==> config.mk <==
export PLATFORM = sky130hd
export DESIGN_NAME = key_press_long_press_scanner
export DESIGN_NICKNAME = d
export VERILOG_FILES = /design/src/rtl/kplps_pkg.sv /design/src/rtl/kplps_ram.sv /design/src/rtl/key_press_long_press_scanner.sv
export SDC_FILE = /design/constraint.sdc
export NUM_CORES = 1
export LEC_CHECK = 0
export BUFFER_PORTS_ARGS = -buffer_cell sky130_fd_sc_hd__buf_4
export CORE_AREA = 2 2 233 235
export CTS_CLUSTER_DIAMETER = 30
export CTS_CLUSTER_SIZE = 8
export DETAILED_ROUTE_END_ITERATION = 8
export DIE_AREA = 0 0 235 237
export PLACE_DENSITY = 0.53
export SETUP_SLACK_MARGIN = 0.4
export SLEW_MARGIN = 20
export SYNTH_ARGS = -nofsm -noshare
export SYNTH_HDL_FRONTEND = slang
export SYNTH_SLANG_ARGS = --single-unit
==> constraint.sdc <==
create_clock -name clock -period 8.3 [get_ports clock]
set_input_delay 0.83 -clock clock [delete_from_list [all_inputs] [get_ports clock]]
set_output_delay 0.83 -clock clock [all_outputs]
set_load 0.02 [all_outputs]
==> src/rtl/kplps_pkg.sv <==
// ----------------------------------------------------------------------------
// kplps_pkg
// Shared types and constants of the key scanner with long-press detection.
// ----------------------------------------------------------------------------
package kplps_pkg;

   localparam int NUM_KEYS  = 8;
   localparam int KEY_SLOTS = 8;
   localparam int KEYS_USED = (NUM_KEYS < KEY_SLOTS) ? NUM_KEYS : KEY_SLOTS;
   localparam int KEY_W     = (KEYS_USED > 1) ? $clog2(KEYS_USED) : 1;

   localparam int TICK_W   = 15;
   localparam int PERIOD_W = 10;
   localparam int LPT_W    = 24;
   localparam int PROD_W   = TICK_W + PERIOD_W;
   localparam int ENTRY_W  = TICK_W + 1;

   localparam logic [KEY_SLOTS-1:0] USED_MASK  = KEY_SLOTS'((1 << KEYS_USED) - 1);
   localparam logic [KEY_W-1:0]     LAST_KEY   = KEY_W'(KEYS_USED - 1);

   localparam int CSR_ADDR_W = 4;
   localparam int CSR_DATA_W = 32;

   localparam logic [1:0] REG_ACTIVE_LEVELS   = 2'd0;
   localparam logic [1:0] REG_TICK_PERIOD     = 2'd1;
   localparam logic [1:0] REG_LONG_PRESS_TIME = 2'd2;

   localparam logic [KEY_SLOTS-1:0] ACTIVE_RESET = '0;
   localparam logic [PERIOD_W-1:0]  PERIOD_RESET = PERIOD_W'(1);
   localparam logic [LPT_W-1:0]     LPT_RESET    = LPT_W'(1000);

   typedef struct packed {
      logic [KEY_SLOTS-1:0] pin_levels;
      logic [TICK_W-1:0]    tick_now;
   } req_type;

   typedef struct packed {
      logic [KEY_SLOTS-1:0] pressed_mask;
      logic [KEY_SLOTS-1:0] event_mask;
      logic [KEY_SLOTS-1:0] long_mask;
      logic                 any_event;
   } rsp_type;

   // one scan as it walks the key pipeline
   typedef struct packed {
      logic [KEY_SLOTS-1:0] pressed;
      logic [KEY_SLOTS-1:0] events;
      logic [TICK_W-1:0]    tick;
   } scan_ctx_type;

endpackage

==> src/rtl/kplps_ram.sv <==
// ----------------------------------------------------------------------------
// kplps_ram
// Generic single-write, single-read RAM with a registered read port.
// ----------------------------------------------------------------------------
module kplps_ram #(
   parameter int WIDTH = 16,
   parameter int DEPTH = 8
) (
   input  logic                                      clock,
   input  logic                                      wr_en,
   input  logic [((DEPTH > 1) ? $clog2(DEPTH) : 1)-1:0] wr_addr,
   input  logic [WIDTH-1:0]                          wr_data,
   input  logic [((DEPTH > 1) ? $clog2(DEPTH) : 1)-1:0] rd_addr,
   output logic [WIDTH-1:0]                          rd_data
);

   logic [WIDTH-1:0] mem_ff [DEPTH];
   logic [WIDTH-1:0] rd_data_ff;

   always_ff @(posedge clock) begin
      if (wr_en) begin
         mem_ff[wr_addr] <= wr_data;
      end
      rd_data_ff <= mem_ff[rd_addr];
   end

   assign rd_data = rd_data_ff;

endmodule

==> src/rtl/key_press_long_press_scanner.sv <==
// ----------------------------------------------------------------------------
// key_press_long_press_scanner
// Key scanner: per-key press/release events and long-press detection.
// ----------------------------------------------------------------------------
//
//   channel  | ports                          | word
//   ---------+--------------------------------+---------------------------------
//   scan in  | req_valid req_ready req_data   | pin levels, tick count
//   result   | rsp_valid rsp_ready rsp_data   | pressed/event/long masks, any
//   config   | psel penable pwrite paddr ...  | 32-bit registers at 4*index
//
// A scan walks one key per cycle unless a write-back hazard holds it: the key
// state RAM has one read and one write port, and each key is read, updated and
// written back. Scans overlap. With one or two keys, a scan waits on the
// write-back of the same entry. Reset clears all state at once through per-key
// valid bits. A two-word result queue absorbs output stalls; at most two scans
// are open.
//
module key_press_long_press_scanner
   import kplps_pkg::*;
(
   input  logic                  clock,
   input  logic                  reset,
   input  logic                  req_valid,
   output logic                  req_ready,
   input  req_type               req_data,
   output logic                  rsp_valid,
   input  logic                  rsp_ready,
   output rsp_type               rsp_data,
   input  logic                  psel,
   input  logic                  penable,
   input  logic                  pwrite,
   input  logic [CSR_ADDR_W-1:0] paddr,
   input  logic [CSR_DATA_W-1:0] pwdata,
   output logic [CSR_DATA_W-1:0] prdata,
   output logic                  pready
);

   // configuration
   logic [KEY_SLOTS-1:0] active_ff, active_in;
   logic [PERIOD_W-1:0]  period_ff, period_in;
   logic [LPT_W-1:0]     lpt_ff, lpt_in;
   logic                 csr_wr;
   logic [1:0]           csr_idx;

   assign pready  = 1'b1;
   assign csr_wr  = psel && penable && pwrite;
   assign csr_idx = paddr[3:2];

   always_comb begin
      active_in = active_ff;
      period_in = period_ff;
      lpt_in    = lpt_ff;
      prdata    = '0;
      case (csr_idx)
         REG_ACTIVE_LEVELS: begin
            prdata = CSR_DATA_W'(active_ff);
            if (csr_wr) active_in = pwdata[KEY_SLOTS-1:0];
         end
         REG_TICK_PERIOD: begin
            prdata = CSR_DATA_W'(period_ff);
            if (csr_wr) period_in = pwdata[PERIOD_W-1:0];
         end
         REG_LONG_PRESS_TIME: begin
            prdata = CSR_DATA_W'(lpt_ff);
            if (csr_wr) lpt_in = pwdata[LPT_W-1:0];
         end
         default: begin
            prdata = '0;
         end
      endcase
   end

   // issue stage: walk the keys of the current scan
   logic                 iss_valid_ff, iss_valid_in;
   logic [KEY_W-1:0]     iss_key_ff, iss_key_in;
   scan_ctx_type         iss_ctx_ff, iss_ctx_in;
   logic [KEY_SLOTS-1:0] prev_ff, prev_in;
   logic [1:0]           inflight_ff, inflight_in;
   logic [KEYS_USED-1:0] vld_ff, vld_in;

   logic                 s1_valid_ff, s1_valid_in;
   logic [KEY_W-1:0]     s1_key_ff, s1_key_in;
   scan_ctx_type         s1_ctx_ff, s1_ctx_in;
   logic                 s1_vld_ff, s1_vld_in;
   logic                 s1_last_ff, s1_last_in;

   logic                 s2_valid_ff, s2_valid_in;
   logic [KEY_W-1:0]     s2_key_ff, s2_key_in;
   scan_ctx_type         s2_ctx_ff, s2_ctx_in;
   logic                 s2_flag_ff, s2_flag_in;
   logic [TICK_W-1:0]    s2_ts_ff, s2_ts_in;
   logic [PROD_W-1:0]    s2_prod_ff, s2_prod_in;
   logic                 s2_last_ff, s2_last_in;

   logic                 hazard, issue, iss_last, accept, pop;
   logic [KEY_SLOTS-1:0] pressed_now;

   // hold issue while an older access to the same entry is not yet written
   assign hazard = (s1_valid_ff && (s1_key_ff == iss_key_ff)) ||
                   (s2_valid_ff && (s2_key_ff == iss_key_ff));
   assign issue     = iss_valid_ff && !hazard;
   assign iss_last  = (iss_key_ff == LAST_KEY);
   assign req_ready = (!iss_valid_ff || (issue && iss_last)) && (inflight_ff != 2'd2);
   assign accept    = req_valid && req_ready;
   assign pop       = rsp_valid && rsp_ready;

   assign pressed_now = ~(req_data.pin_levels ^ active_ff) & USED_MASK;

   always_comb begin
      iss_valid_in = iss_valid_ff;
      iss_key_in   = iss_key_ff;
      iss_ctx_in   = iss_ctx_ff;
      prev_in      = prev_ff;
      if (issue) begin
         iss_key_in = iss_key_ff + KEY_W'(1);
         if (iss_last) iss_valid_in = 1'b0;
      end
      if (accept) begin
         iss_valid_in       = 1'b1;
         iss_key_in         = '0;
         iss_ctx_in.pressed = pressed_now;
         iss_ctx_in.events  = pressed_now ^ prev_ff;
         iss_ctx_in.tick    = req_data.tick_now;
         prev_in            = pressed_now;
      end
      inflight_in = inflight_ff + 2'(accept) - 2'(pop);
   end

   // key state RAM: {long flag, press timestamp}
   logic                 wr_en;
   logic [ENTRY_W-1:0]   wr_data, rd_data;

   kplps_ram #(
      .WIDTH (ENTRY_W),
      .DEPTH (KEYS_USED)
   ) u_state_ram (
      .clock   (clock),
      .wr_en   (wr_en),
      .wr_addr (s2_key_ff),
      .wr_data (wr_data),
      .rd_addr (iss_key_ff),
      .rd_data (rd_data)
   );

   // stage 1: entry arrives, form elapsed ticks times period
   logic [ENTRY_W-1:0] s1_entry;
   logic [TICK_W-1:0]  s1_elapsed;

   assign s1_valid_in = issue;
   assign s1_key_in   = iss_key_ff;
   assign s1_ctx_in   = iss_ctx_ff;
   assign s1_vld_in   = vld_ff[iss_key_ff];
   assign s1_last_in  = iss_last;

   // a never-written entry reads as the reset value
   assign s1_entry   = s1_vld_ff ? rd_data : '0;
   assign s1_elapsed = s1_ctx_ff.tick - s1_entry[TICK_W-1:0];

   assign s2_valid_in = s1_valid_ff;
   assign s2_key_in   = s1_key_ff;
   assign s2_ctx_in   = s1_ctx_ff;
   assign s2_flag_in  = s1_entry[ENTRY_W-1];
   assign s2_ts_in    = s1_entry[TICK_W-1:0];
   assign s2_prod_in  = PROD_W'(s1_elapsed) * PROD_W'(period_ff);
   assign s2_last_in  = s1_last_ff;

   // stage 2: compare, write back, collect masks
   logic                 ev_b, pr_b, hit, new_flag;
   logic [TICK_W-1:0]    new_ts;
   logic [KEY_SLOTS-1:0] key_bit;
   logic [KEY_SLOTS-1:0] evt_acc_ff, evt_acc_in, long_acc_ff, long_acc_in;
   logic                 push;
   rsp_type              push_data;

   assign ev_b     = s2_ctx_ff.events[s2_key_ff];
   assign pr_b     = s2_ctx_ff.pressed[s2_key_ff];
   assign hit      = !ev_b && pr_b && !s2_flag_ff && (s2_prod_ff >= PROD_W'(lpt_ff));
   assign new_flag = ev_b ? 1'b0 : (s2_flag_ff || hit);
   assign new_ts   = ev_b ? s2_ctx_ff.tick : s2_ts_ff;
   assign key_bit  = KEY_SLOTS'(1) << s2_key_ff;

   assign wr_en   = s2_valid_ff;
   assign wr_data = {new_flag, new_ts};

   always_comb begin
      vld_in      = vld_ff;
      evt_acc_in  = evt_acc_ff;
      long_acc_in = long_acc_ff;
      if (s2_valid_ff) begin
         vld_in[s2_key_ff] = 1'b1;
         // restart the masks on the first key of a scan
         if (s2_key_ff == '0) begin
            evt_acc_in  = '0;
            long_acc_in = '0;
         end
         if (ev_b || hit) evt_acc_in  = evt_acc_in | key_bit;
         if (new_flag)    long_acc_in = long_acc_in | key_bit;
      end
   end

   assign push                   = s2_valid_ff && s2_last_ff;
   assign push_data.pressed_mask = s2_ctx_ff.pressed;
   assign push_data.event_mask   = evt_acc_in;
   assign push_data.long_mask    = long_acc_in;
   assign push_data.any_event    = |evt_acc_in;

   // two-word result queue
   rsp_type    q0_ff, q0_in, q1_ff, q1_in;
   logic [1:0] qcnt_ff, qcnt_in;

   always_comb begin
      q0_in   = q0_ff;
      q1_in   = q1_ff;
      qcnt_in = qcnt_ff + 2'(push) - 2'(pop);
      if (pop) begin
         q0_in = q1_ff;
         if (push) begin
            if (qcnt_ff == 2'd1) q0_in = push_data;
            else                 q1_in = push_data;
         end
      end else if (push) begin
         if (qcnt_ff == 2'd0) q0_in = push_data;
         else                 q1_in = push_data;
      end
   end

   assign rsp_valid = (qcnt_ff != 2'd0);
   assign rsp_data  = q0_ff;

   // control state
   always_ff @(posedge clock) begin
      if (reset) begin
         active_ff    <= ACTIVE_RESET;
         period_ff    <= PERIOD_RESET;
         lpt_ff       <= LPT_RESET;
         iss_valid_ff <= 1'b0;
         s1_valid_ff  <= 1'b0;
         s2_valid_ff  <= 1'b0;
         prev_ff      <= '0;
         inflight_ff  <= '0;
         vld_ff       <= '0;
         qcnt_ff      <= '0;
      end else begin
         active_ff    <= active_in;
         period_ff    <= period_in;
         lpt_ff       <= lpt_in;
         iss_valid_ff <= iss_valid_in;
         s1_valid_ff  <= s1_valid_in;
         s2_valid_ff  <= s2_valid_in;
         prev_ff      <= prev_in;
         inflight_ff  <= inflight_in;
         vld_ff       <= vld_in;
         qcnt_ff      <= qcnt_in;
      end
   end

   // payload
   always_ff @(posedge clock) begin
      iss_key_ff  <= iss_key_in;
      iss_ctx_ff  <= iss_ctx_in;
      s1_key_ff   <= s1_key_in;
      s1_ctx_ff   <= s1_ctx_in;
      s1_vld_ff   <= s1_vld_in;
      s1_last_ff  <= s1_last_in;
      s2_key_ff   <= s2_key_in;
      s2_ctx_ff   <= s2_ctx_in;
      s2_flag_ff  <= s2_flag_in;
      s2_ts_ff    <= s2_ts_in;
      s2_prod_ff  <= s2_prod_in;
      s2_last_ff  <= s2_last_in;
      evt_acc_ff  <= evt_acc_in;
      long_acc_ff <= long_acc_in;
      q0_ff       <= q0_in;
      q1_ff       <= q1_in;
   end

endmodule

==> flow_summary.toml <==
[synthesis]
synthAdderAreaFrac_pct = 16.1
synth-async-reset-ratio_pct = 0
synth_edf_count = 209
synth-simple-area-share_pct = 11.8
ys_warn_count = 0
synth_cell_types = 73
synth-compound-area-share_pct = 7.20
yosys_register_bits = 421
synthCells = 1792
synth-xor-area-share_pct = 2.25
syn-cell-area_mm2 = 0.0210
muxShareOfSynthArea_pct = 7.64
synth_flop_cell = "dfxtp_1"
synth_top_family_by_area = "adder cells"
ys_seq_area_share_pct = 50.0
syn_avg_cell_area_um2 = 11.7

[die]
io_pins = 126
core-area_mm2 = 0.0533
rows = 85
die_y_um = 237
initial_core_util_pct = 39.5
dieArea_mm2 = 0.0557
die_w_um = 235

[layout]
area_growth_pct = 22.3
design_area_mm2 = 0.0257
drive_above_1_share_pct = 19.6
layout.cells.most_common_list = "217 x nand2_1, 211 x dfxtp_1, 209 x edfxtp_1"
fill_cells = 4791
final_common_cell = "nand2_1"
antenna_cells = 0
nets = 2209

[global_route]
grt_max_degree = 66
grt_usage_pct = 17.1
grt.overflow.total = 0
antenna_found_initial = 0
grt_pass1_vias = 13751
grt_pass1_wl_um = 75100

[timing]
setup_tns_ns = 0
slew_headroom_pct = 28.2
tightest_slew_ns = 1.08
skew_ns = 0.0359
slew_viol_final = 0
hold_viol = 0
finalSetupViolations = 0
fmax_ghz = 0.133
fin_crit_ns = 7.53
rsz0062_at_grt = "false"
finalCritPeriodShare_pct = 90.8

[placed_design]
gp_congestion = 0.800
io_buffers = 106
placed_area_mm2 = 0.0226
dpl.hpwl_um = 31900

[clock_tree]
clockBufferDepth = 3
root_buffer = "clkbuf_16"
cts_tree = "yes"
insertion_delay_ns = 0.62
cts_buffers = 86
cts.sinks = 421
cts_max_level = 3
clk_pin_slew_ns = 0.05

[worst_setup_path]
reg2regPathDepth = 25
cp-start-kind = "register"
r2r_setup_slack_ns = 0.77
worst_ep_required_time_ns = 8.79
worstSetupPathType = "reg2reg"
critical_path.reg2reg.startpoint = "s1_vld_ff"
r2r-end = "s2_prod_ff[23]"
end_kind = "register"
crit_fanout = 6
arrival_ns = 8.02

[routing]
final_antenna_net_count = 0
vias_per_cell = 4.97
drtIter0Drc = 798
num_vias = 13444
finalWirelength_um = 47000
post-route-drc-count = 0
wl_per_cell_um = 17.4
dr.pass1.iters = 5

[power_and_ir_drop]
p_comb_share_pct = 19.7
peakVddDrop_mv = 0.147
p_clk_share_pct = 45.7
leakage_nw = 10.8
p_per_area_mw_per_mm2 = 295
pwr-share-seq_pct = 34.6
power.internal_mw = 5.46
p_sw_share_pct = 28.1
power.switching_mw = 2.13

[status]
outcome = "finished clean"

[flow_run]
cap_violations = 0

[worst_hold_path]
hold_start = "s1_ctx_ff[29]"
whs_path_depth = 0
min_path_type = "reg2reg"
hold_path_end = "push_data[23]"
[logic make-up after synthesis]
logic type / Yosys count
DFF: 421
adders and majority gates: 208
and+or+nand+nor: 521
buffers and inverters: 260
muxes: 107
AOI/OAI and AO/OA: 219
other: 2
xor gates and xnor gates: 54
[metrics by stage]
step,utilization (%),setup WS (ns),instances,power (mW),hold WS (ns)
6_report,48.3,0.767,2704,7.59,0.320
2_1_floorplan,-,0.913,1799,3.70,0.310
4_1_cts,48.1,0.443,2703,7.67,0.316
3_3_place_gp,42.4,0.598,2542,4.14,0.311
5_1_grt,48.3,0.400,2704,7.95,0.318
3_5_place_dp,42.4,0.521,2542,4.15,0.312
[power groups by stage]
| stage | logic [mW] | clock network [mW] | registers [mW] |
|---|---|---|---|
| after floorplan | 1.08 | 0 | 2.62 |
| after global placement | 1.47 | 0 | 2.66 |
| after detailed placement | 1.49 | 0 | 2.67 |
| after CTS | 1.50 | 3.53 | 2.63 |
| after global routing | 1.66 | 3.65 | 2.65 |
| final | 1.49 | 3.46 | 2.63 |
[cell type report]
cell class                      instances  area, um2  share of cell area, %
Clock buffer                          119       2500                   9.72
Inverter                              168        631                   2.45
Tap cell                              696        871                   3.39
Multi-Input combinational cell       1118       9600                   37.3
Timing Repair Buffer                  140       1050                   4.09
Sequential cell                       421      10500                   40.9
Clock inverter                         42        546                   2.12
[how the worst max path moves through the flow]
stage                     startpoint  slack (ns)  depth (start not counted)        endpoint
after floorplan            s1_vld_ff        0.91                         27  s2_prod_ff[23]
after global placement     s1_vld_ff        0.60                         27  s2_prod_ff[23]
after detailed placement   s1_vld_ff        0.52                         27  s2_prod_ff[23]
after CTS                  s1_vld_ff        0.44                         27  s2_prod_ff[23]
after global routing       s1_vld_ff        0.40                         25  s2_prod_ff[23]
final                      s1_vld_ff        0.77                         25  s2_prod_ff[23]
[synthesized netlist by cell type, drive strengths merged (17+ instances only)]
library cell  number  share of area (%)
nand2            217                3.9
dfxtp            212                 20
edfxtp           209                 30
inv              168                3.0
ha               105                6.2
fa               103                9.8
nor2              89                1.6
and2              86                2.6
clkbuf            65                1.2
a21oi             59                1.4
mux4              38                4.1
nand3             38               0.90
o21ai             38               0.90
mux2i             37                1.8
xnor2             34                1.4
mux2              32                1.7
buf               27               0.81
nor2b             20               0.59
xor2              20               0.83
a31oi             17               0.61
[routing by layer]
metal	vias up	part of all wire (%)	wire [um]	track usage, %
li1	6460	-	-	-
met1	6666	44	20800	22.2
met2	253	50	23300	28.8
met3	65	4.0	1900	3.12
met4	0	2.0	959	5.81
met5	-	0	0	0
[what timing repair did]
item,in CTS,in global routing
setup endpoints to repair,0,2
buffers inserted,0,1
resized for setup,0,16
hold buffers,0,0
[critical path, stage by stage (launching register included)]
cell       delay, ns
dfxtp_1         0.36
buf_4           0.16
nand2_1         0.11
ha_1            0.28
nor2b_1         0.13
o21ai_1         0.15
a21o_1          0.18
a211oi_1        0.13
o41a_1          0.43
or4b_2          0.64
nand3_1         0.12
fa_1            0.40
inv_1           0.10
fa_1            0.44
fa_1            0.56
fa_1            0.43
fa_1            0.50
inv_1           0.05
ha_1            0.26
a2111oi_4       0.37
o2111ai_2       0.18
a211oi_2        0.33
nor4_2          0.12
o41ai_2         0.40
or4b_1          0.46
o311ai_0        0.10
[registers in the layout (all words and copies together) (netlist names), 3 cells and up]
name and cells:
push_data 8, prev_ff 8, iss_ctx_ff 31, period_ff 10
rsp_data 25, s2_ctx_ff 23, evt_acc_ff 8, lpt_ff 24
s2_key_ff 3, s1_key_ff 3, u_state_ram.rd_data 16, active_ff 8
u_state_ram.mem_ff 128, long_acc_ff 8, iss_key_ff 3, s2_ts_ff 15
q1_ff 25, s1_ctx_ff 31, s2_prod_ff 25, vld_ff 8
Power figures use the tool's default switching activity.
